$ cat src/hdl/azt_pkg.sv
// Shared types and constants for the six-axis auto-zero tare block.
// No dependencies; every other file imports this package.
package azt_pkg;

  localparam int SAMPLE_WIDTH = 32;
  localparam int EXTRA_READS  = 10;
  localparam int CHANNELS     = 6;
  localparam int RUN_W        = 8;
  localparam int READS_W      = 9;
  localparam int TOL_W        = 16;
  localparam int CFG_INDEX_W  = 1;
  localparam int CFG_DATA_W   = 16;

  localparam logic [RUN_W-1:0] REQUIRED_RESET  = 8'd10;
  localparam logic [TOL_W-1:0] TOLERANCE_RESET = 16'd0;

  typedef logic signed [SAMPLE_WIDTH-1:0] sample_t;

  // Register indexes of the configuration port
  typedef enum logic [CFG_INDEX_W-1:0] {
    REG_REQUIRED  = 1'b0,
    REG_TOLERANCE = 1'b1
  } cfg_reg_t;

  // Calibration mode, also the reported status code
  typedef enum logic [1:0] {
    MODE_CAL   = 2'd0,
    MODE_VALID = 2'd1,
    MODE_FAIL  = 2'd2
  } cal_mode_t;

  // Per-channel test results
  typedef struct packed {
    logic nonzero;
    logic steady;
  } chan_flags_t;

  // Decisions from the calibration controller for the current beat
  typedef struct packed {
    logic      track;   // capture the reading as the previous sample
    logic      latch;   // capture the reading as the bias
    cal_mode_t mode;    // mode before this beat
    cal_mode_t status;  // mode after this beat
  } cal_ctrl_t;

endpackage

$ cat src/hdl/azt_in_if.sv
// Reading channel: valid/ready with one restart flag and six raw channels.
// Depends on azt_pkg.
interface azt_in_if import azt_pkg::*; ();
  logic    valid;
  logic    ready;
  logic    action;
  sample_t force_x;
  sample_t force_y;
  sample_t force_z;
  sample_t torque_x;
  sample_t torque_y;
  sample_t torque_z;

  modport source (output valid, action, force_x, force_y, force_z,
                  torque_x, torque_y, torque_z, input ready);
  modport sink   (input valid, action, force_x, force_y, force_z,
                  torque_x, torque_y, torque_z, output ready);
endinterface

$ cat src/hdl/azt_out_if.sv
// Result channel: valid/ready with six corrected channels and a status.
// Depends on azt_pkg.
interface azt_out_if import azt_pkg::*; ();
  logic       valid;
  logic       ready;
  sample_t    out_force_x;
  sample_t    out_force_y;
  sample_t    out_force_z;
  sample_t    out_torque_x;
  sample_t    out_torque_y;
  sample_t    out_torque_z;
  logic [1:0] cal_status;

  modport source (output valid, out_force_x, out_force_y, out_force_z,
                  out_torque_x, out_torque_y, out_torque_z, cal_status,
                  input ready);
  modport sink   (input valid, out_force_x, out_force_y, out_force_z,
                  out_torque_x, out_torque_y, out_torque_z, cal_status,
                  output ready);
endinterface

$ cat src/hdl/azt_cfg_if.sv
// Configuration write channel: valid/ready with register index and data.
// Depends on azt_pkg.
interface azt_cfg_if import azt_pkg::*; ();
  logic                   valid;
  logic                   ready;
  logic [CFG_INDEX_W-1:0] index;
  logic [CFG_DATA_W-1:0]  data;

  modport source (output valid, index, data, input ready);
  modport sink   (input valid, index, data, output ready);
endinterface

$ cat src/hdl/azt_chan.sv
// One sensor channel: tolerance tests against zero and the previous reading,
// and the saturated bias subtraction. Purely combinational. Depends on azt_pkg.
module azt_chan import azt_pkg::*; (
  input  sample_t          sample,
  input  sample_t          prev,
  input  sample_t          bias,
  input  logic [TOL_W-1:0] tol,
  output chan_flags_t      flags,
  output sample_t          corrected
);

  localparam int EXT_W = SAMPLE_WIDTH + 1;

  logic signed [EXT_W-1:0] s_ext;
  logic signed [EXT_W-1:0] delta;
  logic signed [EXT_W-1:0] diff;
  logic        [EXT_W-1:0] s_mag;
  logic        [EXT_W-1:0] delta_mag;
  logic        [EXT_W-1:0] tol_ext;

  assign s_ext   = {sample[SAMPLE_WIDTH-1], sample};
  assign tol_ext = {{(EXT_W-TOL_W){1'b0}}, tol};

  // Magnitude tests against the tolerance
  assign delta     = s_ext - {prev[SAMPLE_WIDTH-1], prev};
  assign s_mag     = s_ext[EXT_W-1] ? -s_ext : s_ext;
  assign delta_mag = delta[EXT_W-1] ? -delta : delta;
  assign flags.nonzero = s_mag > tol_ext;
  assign flags.steady  = !(delta_mag > tol_ext);

  // Subtract the bias and clamp to the sample range
  assign diff = s_ext - {bias[SAMPLE_WIDTH-1], bias};
  always_comb begin
    if (diff[EXT_W-1] != diff[EXT_W-2]) begin
      corrected = diff[EXT_W-1] ? {1'b1, {(SAMPLE_WIDTH-1){1'b0}}}
                                : {1'b0, {(SAMPLE_WIDTH-1){1'b1}}};
    end else begin
      corrected = diff[SAMPLE_WIDTH-1:0];
    end
  end

endmodule

$ cat src/hdl/azt_ctrl.sv
// Calibration controller: stable-run and read counters and the mode register.
// Depends on azt_pkg.
module azt_ctrl import azt_pkg::*; (
  input  logic             clk,
  input  logic             rst,
  input  logic             step,      // reading beat leaves the input register
  input  logic             restart,   // restart beat leaves the input register
  input  logic             stable,
  input  logic [RUN_W-1:0] required,
  output cal_ctrl_t        ctrl
);

  cal_mode_t          mode, mode_next;
  logic [RUN_W-1:0]   stable_run, stable_run_next;
  logic [READS_W-1:0] reads_taken, reads_taken_next;
  logic [READS_W-1:0] read_limit;

  assign read_limit = {1'b0, required} + READS_W'(EXTRA_READS);

  // Hold mode and counters
  always_ff @(posedge clk) begin
    if (rst) begin
      mode        <= MODE_CAL;
      stable_run  <= '0;
      reads_taken <= '0;
    end else begin
      mode        <= mode_next;
      stable_run  <= stable_run_next;
      reads_taken <= reads_taken_next;
    end
  end

  // Advance the calibration on each beat
  always_comb begin
    mode_next        = mode;
    stable_run_next  = stable_run;
    reads_taken_next = reads_taken;
    ctrl.track       = 1'b0;
    ctrl.latch       = 1'b0;
    if (restart) begin
      mode_next        = MODE_CAL;
      stable_run_next  = '0;
      reads_taken_next = '0;
    end else if (step) begin
      case (mode)
        MODE_CAL: begin
          if (required == '0) begin
            mode_next = MODE_VALID;
          end else begin
            ctrl.track       = 1'b1;
            stable_run_next  = stable ? stable_run + 1'b1 : '0;
            reads_taken_next = reads_taken + 1'b1;
            if (stable_run_next >= required) begin
              ctrl.latch = 1'b1;
              mode_next  = MODE_VALID;
            end else if (reads_taken_next >= read_limit) begin
              mode_next = MODE_FAIL;
            end
          end
        end
        MODE_VALID: mode_next = MODE_VALID;
        MODE_FAIL:  mode_next = MODE_FAIL;
        default:    mode_next = MODE_CAL;
      endcase
    end
    ctrl.mode   = mode;
    ctrl.status = mode_next;
  end

endmodule

$ cat src/hdl/six_axis_auto_zero_tare.sv
// Six-axis auto-zero tare: top level with input and result registers.
// Depends on azt_pkg, azt_in_if, azt_out_if, azt_cfg_if, azt_chan, azt_ctrl.
//
// Usage:
//   samples carries one beat per item: action 0 is a six-channel Q16.16
//   reading, action 1 restarts calibration. results returns one beat per
//   item with each channel minus its bias (saturated) and cal_status
//   (0 calibrating, 1 bias valid, 2 failed). cfg writes required_stable
//   (index 0) and tolerance (index 1); it is always ready and is meant to
//   be written only while no item is in flight.
//   An accepted beat passes from the input register to the result register.
//   Throughput: one item per cycle while results is not stalled, set by the
//   channel compare/subtract stage that also updates the bias, previous
//   sample and counters.
//   Reset clears the bias and previous sample, zeroes the counters, starts
//   calibration and sets required_stable to 10 and tolerance to 0.
//   When results stalls, the result register holds and the input register
//   takes one more beat; samples.ready then drops until results drains.
module six_axis_auto_zero_tare import azt_pkg::*; (
  input  logic     clk,
  input  logic     rst,
  azt_in_if.sink   samples,
  azt_out_if.source results,
  azt_cfg_if.sink  cfg
);

  // Configuration registers
  logic [RUN_W-1:0] required_stable;
  logic [TOL_W-1:0] tolerance;

  // Input register
  logic    in_full;
  logic    in_action;
  sample_t in_s [CHANNELS];

  // Calibration state
  sample_t bias_store [CHANNELS];
  sample_t previous_sample [CHANNELS];

  // Result register
  logic       out_full;
  sample_t    out_s [CHANNELS];
  logic [1:0] out_status;

  logic        advance;
  logic        any_nonzero;
  logic        all_steady;
  chan_flags_t flags [CHANNELS];
  sample_t     corrected [CHANNELS];
  cal_ctrl_t   ctrl;

  assign cfg.ready     = 1'b1;
  assign advance       = in_full && (!out_full || results.ready);
  assign samples.ready = !in_full || advance;

  // Write configuration registers
  always_ff @(posedge clk) begin
    if (rst) begin
      required_stable <= REQUIRED_RESET;
      tolerance       <= TOLERANCE_RESET;
    end else if (cfg.valid) begin
      case (cfg_reg_t'(cfg.index))
        REG_REQUIRED:  required_stable <= cfg.data[RUN_W-1:0];
        REG_TOLERANCE: tolerance       <= cfg.data[TOL_W-1:0];
        default:       required_stable <= required_stable;
      endcase
    end
  end

  // Capture an accepted beat
  always_ff @(posedge clk) begin
    if (rst) begin
      in_full <= 1'b0;
    end else if (samples.ready) begin
      in_full <= samples.valid;
    end
  end

  always_ff @(posedge clk) begin
    if (samples.valid && samples.ready) begin
      in_action <= samples.action;
      in_s[0]   <= samples.force_x;
      in_s[1]   <= samples.force_y;
      in_s[2]   <= samples.force_z;
      in_s[3]   <= samples.torque_x;
      in_s[4]   <= samples.torque_y;
      in_s[5]   <= samples.torque_z;
    end
  end

  // Per-channel tests and correction
  for (genvar j = 0; j < CHANNELS; j++) begin : g_chan
    azt_chan u_chan (
      .sample    (in_s[j]),
      .prev      (previous_sample[j]),
      .bias      (bias_store[j]),
      .tol       (tolerance),
      .flags     (flags[j]),
      .corrected (corrected[j])
    );
  end

  always_comb begin
    any_nonzero = 1'b0;
    all_steady  = 1'b1;
    for (int j = 0; j < CHANNELS; j++) begin
      any_nonzero = any_nonzero | flags[j].nonzero;
      all_steady  = all_steady & flags[j].steady;
    end
  end

  azt_ctrl u_ctrl (
    .clk      (clk),
    .rst      (rst),
    .step     (advance && !in_action),
    .restart  (advance && in_action),
    .stable   (any_nonzero && all_steady),
    .required (required_stable),
    .ctrl     (ctrl)
  );

  // Update bias and previous sample
  always_ff @(posedge clk) begin
    if (rst) begin
      for (int j = 0; j < CHANNELS; j++) begin
        bias_store[j]      <= '0;
        previous_sample[j] <= '0;
      end
    end else if (advance) begin
      for (int j = 0; j < CHANNELS; j++) begin
        if (in_action) begin
          bias_store[j]      <= '0;
          previous_sample[j] <= '0;
        end else begin
          if (ctrl.track) previous_sample[j] <= in_s[j];
          if (ctrl.latch) bias_store[j]      <= in_s[j];
        end
      end
    end
  end

  // Result register; a latching or restart beat reports zero channels
  always_ff @(posedge clk) begin
    if (rst) begin
      out_full <= 1'b0;
    end else if (advance) begin
      out_full <= 1'b1;
    end else if (results.ready) begin
      out_full <= 1'b0;
    end
  end

  always_ff @(posedge clk) begin
    if (advance) begin
      for (int j = 0; j < CHANNELS; j++) begin
        out_s[j] <= (in_action || ctrl.latch) ? '0 : corrected[j];
      end
      out_status <= in_action ? MODE_CAL : ctrl.status;
    end
  end

  assign results.valid        = out_full;
  assign results.out_force_x  = out_s[0];
  assign results.out_force_y  = out_s[1];
  assign results.out_force_z  = out_s[2];
  assign results.out_torque_x = out_s[3];
  assign results.out_torque_y = out_s[4];
  assign results.out_torque_z = out_s[5];
  assign results.cal_status   = out_status;

`ifndef NO_ASSERTIONS
  // A latching reading reports zero on force_x and torque_z and a valid bias
  a_latch_zero: assert property (@(posedge clk) disable iff (rst)
    advance && ctrl.latch |=> results.valid && results.cal_status == MODE_VALID &&
      results.out_force_x == '0 && results.out_torque_z == '0)
    else $error("latching reading did not report a zero result");

  // The force_x and torque_z bias stays zero unless calibration has succeeded
  a_bias_zero: assert property (@(posedge clk) disable iff (rst)
    ctrl.mode != MODE_VALID |-> bias_store[0] == '0 && bias_store[5] == '0)
    else $error("bias nonzero outside valid mode");

  // A held input beat is not lost while the result side is stalled
  a_in_hold: assert property (@(posedge clk) disable iff (rst)
    in_full && !advance |=> in_full && $stable(in_action))
    else $error("input register dropped a waiting beat");
`endif

endmodule
$ cat src/flat_wrapper.sv
// flat-port wrapper written by rule: the top's interface ports become plain ports
module six_axis_auto_zero_tare_flat import azt_pkg::*;
  (clk, rst, samples_valid, samples_action, samples_force_x, samples_force_y, samples_force_z, samples_torque_x, samples_torque_y, samples_torque_z, samples_ready, results_valid, results_out_force_x, results_out_force_y, results_out_force_z, results_out_torque_x, results_out_torque_y, results_out_torque_z, results_cal_status, results_ready, cfg_valid, cfg_index, cfg_data, cfg_ready);
  azt_in_if samples_i ();
  azt_out_if results_i ();
  azt_cfg_if cfg_i ();
  input  logic clk;
  input  logic rst;
  input wire logic [$bits(samples_i.valid)-1:0] samples_valid;
  input wire logic [$bits(samples_i.action)-1:0] samples_action;
  input wire logic [$bits(samples_i.force_x)-1:0] samples_force_x;
  input wire logic [$bits(samples_i.force_y)-1:0] samples_force_y;
  input wire logic [$bits(samples_i.force_z)-1:0] samples_force_z;
  input wire logic [$bits(samples_i.torque_x)-1:0] samples_torque_x;
  input wire logic [$bits(samples_i.torque_y)-1:0] samples_torque_y;
  input wire logic [$bits(samples_i.torque_z)-1:0] samples_torque_z;
  output wire logic [$bits(samples_i.ready)-1:0] samples_ready;
  output wire logic [$bits(results_i.valid)-1:0] results_valid;
  output wire logic [$bits(results_i.out_force_x)-1:0] results_out_force_x;
  output wire logic [$bits(results_i.out_force_y)-1:0] results_out_force_y;
  output wire logic [$bits(results_i.out_force_z)-1:0] results_out_force_z;
  output wire logic [$bits(results_i.out_torque_x)-1:0] results_out_torque_x;
  output wire logic [$bits(results_i.out_torque_y)-1:0] results_out_torque_y;
  output wire logic [$bits(results_i.out_torque_z)-1:0] results_out_torque_z;
  output wire logic [$bits(results_i.cal_status)-1:0] results_cal_status;
  input wire logic [$bits(results_i.ready)-1:0] results_ready;
  input wire logic [$bits(cfg_i.valid)-1:0] cfg_valid;
  input wire logic [$bits(cfg_i.index)-1:0] cfg_index;
  input wire logic [$bits(cfg_i.data)-1:0] cfg_data;
  output wire logic [$bits(cfg_i.ready)-1:0] cfg_ready;
  assign samples_i.valid = samples_valid;
  assign samples_i.action = samples_action;
  assign samples_i.force_x = samples_force_x;
  assign samples_i.force_y = samples_force_y;
  assign samples_i.force_z = samples_force_z;
  assign samples_i.torque_x = samples_torque_x;
  assign samples_i.torque_y = samples_torque_y;
  assign samples_i.torque_z = samples_torque_z;
  assign samples_ready = samples_i.ready;
  assign results_valid = results_i.valid;
  assign results_out_force_x = results_i.out_force_x;
  assign results_out_force_y = results_i.out_force_y;
  assign results_out_force_z = results_i.out_force_z;
  assign results_out_torque_x = results_i.out_torque_x;
  assign results_out_torque_y = results_i.out_torque_y;
  assign results_out_torque_z = results_i.out_torque_z;
  assign results_cal_status = results_i.cal_status;
  assign results_i.ready = results_ready;
  assign cfg_i.valid = cfg_valid;
  assign cfg_i.index = cfg_index;
  assign cfg_i.data = cfg_data;
  assign cfg_ready = cfg_i.ready;
  six_axis_auto_zero_tare u_core (.clk(clk), .rst(rst), .samples(samples_i), .results(results_i), .cfg(cfg_i));
endmodule
$ cat config.mk
export PLATFORM = sky130hd
export DESIGN_NAME = six_axis_auto_zero_tare_flat
export DESIGN_NICKNAME = d
export VERILOG_FILES = /design/src/hdl/azt_pkg.sv /design/src/hdl/azt_in_if.sv /design/src/hdl/azt_out_if.sv /design/src/hdl/azt_cfg_if.sv /design/src/hdl/azt_chan.sv /design/src/hdl/azt_ctrl.sv /design/src/hdl/six_axis_auto_zero_tare.sv /design/src/flat_wrapper.sv
export SDC_FILE = /design/constraint.sdc
export NUM_CORES = 2
export LEC_CHECK = 0
export BUFFER_PORTS_ARGS = -buffer_cell sky130_fd_sc_hd__buf_2
export CAP_MARGIN = 5
export CORE_MARGIN = 2
export CORE_UTILIZATION = 30
export CTS_BUF_LIST = sky130_fd_sc_hd__clkbuf_2 sky130_fd_sc_hd__clkbuf_4 sky130_fd_sc_hd__clkbuf_8
export CTS_CLUSTER_SIZE = 30
export DETAILED_ROUTE_END_ITERATION = 7
export MAX_ROUTING_LAYER = met4
export REMOVE_ABC_BUFFERS = 1
export SYNTH_ARGS = -nofsm -noshare
export SYNTH_HDL_FRONTEND = slang
export SYNTH_SLANG_ARGS = --single-unit
export TNS_END_PERCENT = 5
$ cat constraint.sdc
create_clock -name clk -period 55.3 [get_ports clk]
set_input_delay 2.765 -clock clk [delete_from_list [all_inputs] [get_ports clk]]
set_output_delay 2.765 -clock clk [all_outputs]
set_load 0.005 [all_outputs]
After elaboration in Yosys (flattened, before gate mapping) --
Memories as Yosys holds them, arrays and structs flattened. Cells that the tools add are included. W data, S select, Z words.
Word-level totals: register bits 48, latch bits 0, bits in writable memories 768, memory bits (read-only) 0, input port bits 215, output and inout bits 197, word-level logic and storage cells 210, memories kept 4
Operators by class: $add $sub $neg 27, $mul 0, divide/modulo/power cells 0, order comparisons 14, equality and inequality tests 8, shift operators 0, mux-type cells 88, bitwise operators 36, reduce and logical (&&, ||, !) cells 24
Memory list:
- u_core.bias_store | words 6, bits a word 32, read ports 6, clocked after Yosys merged registers in 0, wr ports 6, RTL line six_axis_auto_zero_tare.sv:37 | sample_t bias_store [CHANNELS];
- u_core.in_s | words 6, bits a word 32, read ports 6, clocked after Yosys merged registers in 0, wr ports 6, RTL line six_axis_auto_zero_tare.sv:34 | sample_t in_s [CHANNELS];
- u_core.out_s | words 6, bits a word 32, read ports 6, clocked after Yosys merged registers in 0, wr ports 6, RTL line six_axis_auto_zero_tare.sv:42 | sample_t out_s [CHANNELS];
- u_core.previous_sample | words 6, bits a word 32, read ports 6, clocked after Yosys merged registers in 0, wr ports 6, RTL line six_axis_auto_zero_tare.sv:38 | sample_t previous_sample [CHANNELS];
Operators by type and width (number):
- $mux W32 | 42
- $gt A33 B16 Y1 | 12
- $mux W33 | 12
- $sub A32 B32 Y33 | 12
- $neg A32 Y33 | 6
- $neg A33 Y33 | 6
- $or A1 B1 Y1 | 29
- $mux W1 | 23
- $mux W2 | 9
- $add A8 B4 Y9 const B | 1
- $add A9 B1 Y9 const B | 1
- $ge A9 B9 Y1 | 1
- $logic_not A1 Y1 | 9
- $add A8 B1 Y8 const B | 1
- $ge A8 B8 Y1 | 1
- $logic_not A8 Y1 | 1
- $mux W8 | 1
- $ne A1 B1 Y1 | 6
- $pmux W2 S3 | 1
- $and A1 B1 Y1 | 5
- $logic_and A1 B1 Y1 | 5
- $reduce_and A2 Y1 | 2
- $logic_or A1 B1 Y1 | 3
- $reduce_and A3 Y1 | 1
- 6 further kinds | 7

Logic depth before layout (Yosys ltp) --
An unclocked memory read counts as a cell.
depth after elaboration 25, depth in mapped cells 51

By module --
From an unflattened synthesis, not the netlist that was laid out.
Unflattened totals: cell total of the unflattened synthesis 7300, area, all modules 67472.2 sq um
By module, submodules not included:
- six_axis_auto_zero_tare | instances 1, cells an instance 1549, area each 28129.5 sq um
- azt_chan (u_core.g_chan[0].u_chan ...) | instances 3, cells an instance 924, area each 6281.0 sq um
- azt_chan (u_core.g_chan[1].u_chan) | instances 1, cells an instance 970, area each 6651.4 sq um
- azt_chan (u_core.g_chan[5].u_chan) | instances 1, cells an instance 940, area each 6216.0 sq um
- azt_chan (u_core.g_chan[2].u_chan) | instances 1, cells an instance 874, area each 6073.3 sq um
- azt_ctrl | instances 1, cells an instance 195, area each 1559.0 sq um

Least setup slack after synthesis --
OpenSTA, ideal clock, no wires.
path type reg2reg, from mem u_core.in_s[4][0] (netlist bit), to mem u_core.bias_store[0][0] (netlist bit) (enable), setup time 0.901 ns, arrival 18.557 ns, data required time 54.399 ns, path slack 35.842 ns, stages on the path, launching flop included 45, buffers on the path 2, clock period less this slack 19.458 ns, path through edfxtp_1 > inv_1 > ha_1 > inv_1 > fa_1 > a211o_1 > and3_1 > o211ai_1 > a21oi_1 > o21ai_0 > a21oi_1 > nor3_1 > o21ai_0 > clkbuf_1 > clkbuf_1 > nor2_1 > xnor2_1 > ha_1 > [... 9 more ...] > nand4_1 > nor4_1 > nand4b_1 > nor4b_2 > nand4_2 > or2_1 > ha_1 > nand2b_1 > a21oi_1 > nor2b_1 > o21ai_0 > nand2b_1 > a21oi_1 > nor2b_1 > o21ai_0 > nand2b_1 > a21oi_1 > o21ai_0
RTL lines (RTL line):
- from (decl) | six_axis_auto_zero_tare.sv:34
- to (decl) | six_axis_auto_zero_tare.sv:37

==> summary.txt <==
Run status = finished, final reports clean
CP bufs+invs = 6
Worst slew pin tran = 1.25 ns
Min cycle time layout = 11.80 ns
ANT nets after route = 0
Largest stage delay, worst path = 0.64 ns
Post-layout util = 34.3%
Non-Filler Cell Area, Final = 75500 um^2
Worst vdd ir = 0.0000190 V
Clock Path Buffers = 3
Worst hold path type = reg -> reg
Die area = 226000 um^2
Pre-antenna DRT Iters = 6
Slew margin rel. = 16.0%
Detailed-route via count = 59607
CP delay by family, top = compound AO/OA/AOI/OAI gates
1st-iter DRT viols = 5102
Placed cells = 10497
Yosys warns = 0
Final setup TNS = 0 ns
Layout Cells excl Fill = 10804
MaxCap Viol Count = 0
WL final = 250000 um
Internal power = 1360 uW
First-pass GRT wire length = 366000 um
CP most frequent cell = o21ai_0
CTS tree = built
DRC = 0
Input/output buffers = 410
Max Slew Vio Count = 0
WP data required = 55.90 ns
Vias per cell = 5.52
Grt ovf = 0
NetSw = 785 uW
Clock share of power = 31.4%
WL/cell = 23.2 um
Critical path startpoint category = register
CORE AREA = 220000 um^2
Ys flop type = edfxtp_1
Nets = 8537
Switching part of the total power = 36.6%
Period utilisation layout = 21.3%
H-tree levels = 4
Post-synth EDFFs = 771
Later-pin clock latency in the skew report = 1.00 ns
Gpl congestion = 0.978
Post-CTS sizing = 0
CP endpoint kind = register
Core Rows = 172
Die Wd = 475 um
Slowest CP cell = buf_4
DPL Wire Length = 191000 um
Post-synthesis sequential area ratio = 36.1%
Synthesized instance count = 7320
Syn Std Cell Area = 66600 um^2
Multi-input gate area = 39400 um^2
Post-CTS Setup Inserts = 0
Worst Path Class, Setup = reg -> reg
RSZ-0062 raised after global routing = no
Proportion of layout cells with a drive suffix above 1 = 11.9%
Logic pwr share = 33.1%
Synth cell types = 120
Filler cells = 22654
Placed Instance Area = 72000 um^2
Clock sinks = 816
Initial Util = 30.3%
Initial antenna violation count = 24
Pwr dens = 28.4 nW/um^2
Ports = 412
Seq pwr share = 35.5%
Area delta synth->final = 13.4%
CP Data Arrival Time = 12.40 ns
Hold buffers post-CTS = 0
Lkg Pwr = 0.0295 uW
Die height = 475 um
CTS clk-pin slew, worst paths = 0.06 ns
Reg area = 24100 um^2
Synth Register Bits = 816
Async SR Flop Fraction = 0%
Hold Fails Final Rpt = 0
Clock skew = 0.0833 ns
Largest net degree at the start of global routing = 161
Root buffer selected by CTS = clkbuf_8
Final Setup Violations = 0
Vias in the first global route = 57017
All-Layer GR Usage = 22.1%
CP Max Fanout = 58
FMAX = 0.0848 GHz
Total CTS buffers = 161
Syn_area_per_cell = 9.10 um^2
==> registers in the layout, summed over array words and instances (netlist names) <==
register                   cells
u_core.previous_sample       192
u_core.in_full                 1
u_core.u_ctrl.reads_taken      9
u_core.u_ctrl.stable_run       8
u_core.u_ctrl.mode             2
u_core.tolerance              16
u_core.bias_store            192
u_core.in_s                  192
u_core.required_stable         8
u_core.results.valid           1
u_core.out_s                 192
u_core.in_action               1
u_core.results.cal_status      2
==> area by class of cell <==
class | instances | area share, %
inverters | 577 | 2.89
clock inverters | 86 | 1.20
well taps | 2958 | 4.90
flip-flops and latches | 816 | 31.9
repair buffers | 491 | 3.54
diodes | 24 | 0.0796
multi-input cells | 5655 | 52.2
clock buffers | 197 | 3.32
==> cell usage in the layout (no fill, tap or decap), drive strengths merged, types with 310 or more instances in the layout <==
master / Yosys / layout
a21oi: 461 / 461
and2: 351 / 351
buf: 29 / 491
edfxtp: 771 / 771
ha: 608 / 608
inv: 575 / 579
nand2: 437 / 437
nor2: 455 / 455
o21ai: 483 / 483
xnor2: 310 / 310
==> power by group through the flow <==
| stage | clock, uW | sequential [uW] | combinational (uW) |
|---|---|---|---|
| floorplan | 0 | 766 | 480 |
| global placement | 0 | 773 | 691 |
| detailed placement | 0 | 773 | 699 |
| CTS | 694 | 761 | 704 |
| global route | 720 | 765 | 782 |
| finish | 674 | 761 | 711 |
==> worst paths after layout <==
check	from	to	slack, ns	depth (start not counted)
setup / recovery	u_core.in_s[4][0]	u_core.bias_store[0][45]	43.50	45
hold reg to reg	u_core.tolerance[3]	u_core.tolerance[3]	0.46	2
setup reg to reg	u_core.in_s[4][0]	u_core.bias_store[0][45]	43.50	45
hold / removal	u_core.tolerance[3]	u_core.tolerance[3]	0.46	2
==> routing by layer <==
metal	GRT usage [%]	vias up	wire [um]
met5	-	-	0
met2	33.1	2181	109000
met3	3.53	389	17200
met1	30.0	28988	115000
li1	-	28049	-
met4	7.78	0	8750
==> Yosys cell counts, types with 45 or more instances <==
library cell	n	area [um^2]
ha_1	608	7610
a31oi_1	95	594
o31ai_1	80	601
a21o_1	201	1510
a211oi_1	81	608
nand2b_1	107	669
and2_1	351	2200
xnor2_1	310	2720
and3_1	85	532
inv_1	575	2160
or3_1	75	469
a21oi_1	459	2300
o21a_1	61	458
nor3_1	249	1250
nand2_1	437	1640
nor2b_1	79	494
o211ai_1	70	526
nor4_1	98	613
xor2_1	179	1570
nand3_1	165	826
edfxtp_1	771	23200
o21ai_0	457	2290
nor2_1	454	1700
clkbuf_1	241	905
nand4_1	127	795
dfxtp_1	45	901
==> per-stage QoR <==
| stage | total power, uW | setup WS (ns) | hold WS [ns] |
|---|---|---|---|
| 2_1_floorplan | 1250 | 35.09 | 0.430 |
| 3_3_place_gp | 1460 | 43.65 | 0.456 |
| 3_5_place_dp | 1470 | 43.65 | 0.458 |
| 4_1_cts | 2160 | 43.59 | 0.466 |
| 5_1_grt | 2270 | 42.75 | 0.492 |
| 6_report | 2150 | 43.50 | 0.463 |
==> kinds of logic after synthesis <==
| logic type | Yosys count | share of synthesized area, % |
|---|---|---|
| flip-flops | 816 | 36.1 |
| XOR/XNOR | 489 | 6.43 |
| multiplexers | 40 | 0.622 |
| AO/OA/AOI/OAI | 2006 | 19.9 |
| AND/OR/NAND/NOR | 2499 | 20.3 |
| adder cells (fa/ha/maj) | 620 | 11.8 |
| other | 1 | 0.00563 |
| buffers and inverters | 849 | 4.85 |
==> tightest hold or removal path, delay by kind of cell, from the launching register on <==
kind	cells	cell delay, ns
and+or+nand+nor	1	0.05
DFF	1	0.31
AOI/OAI and AO/OA	1	0.05
Power figures use the tool's default switching activity.
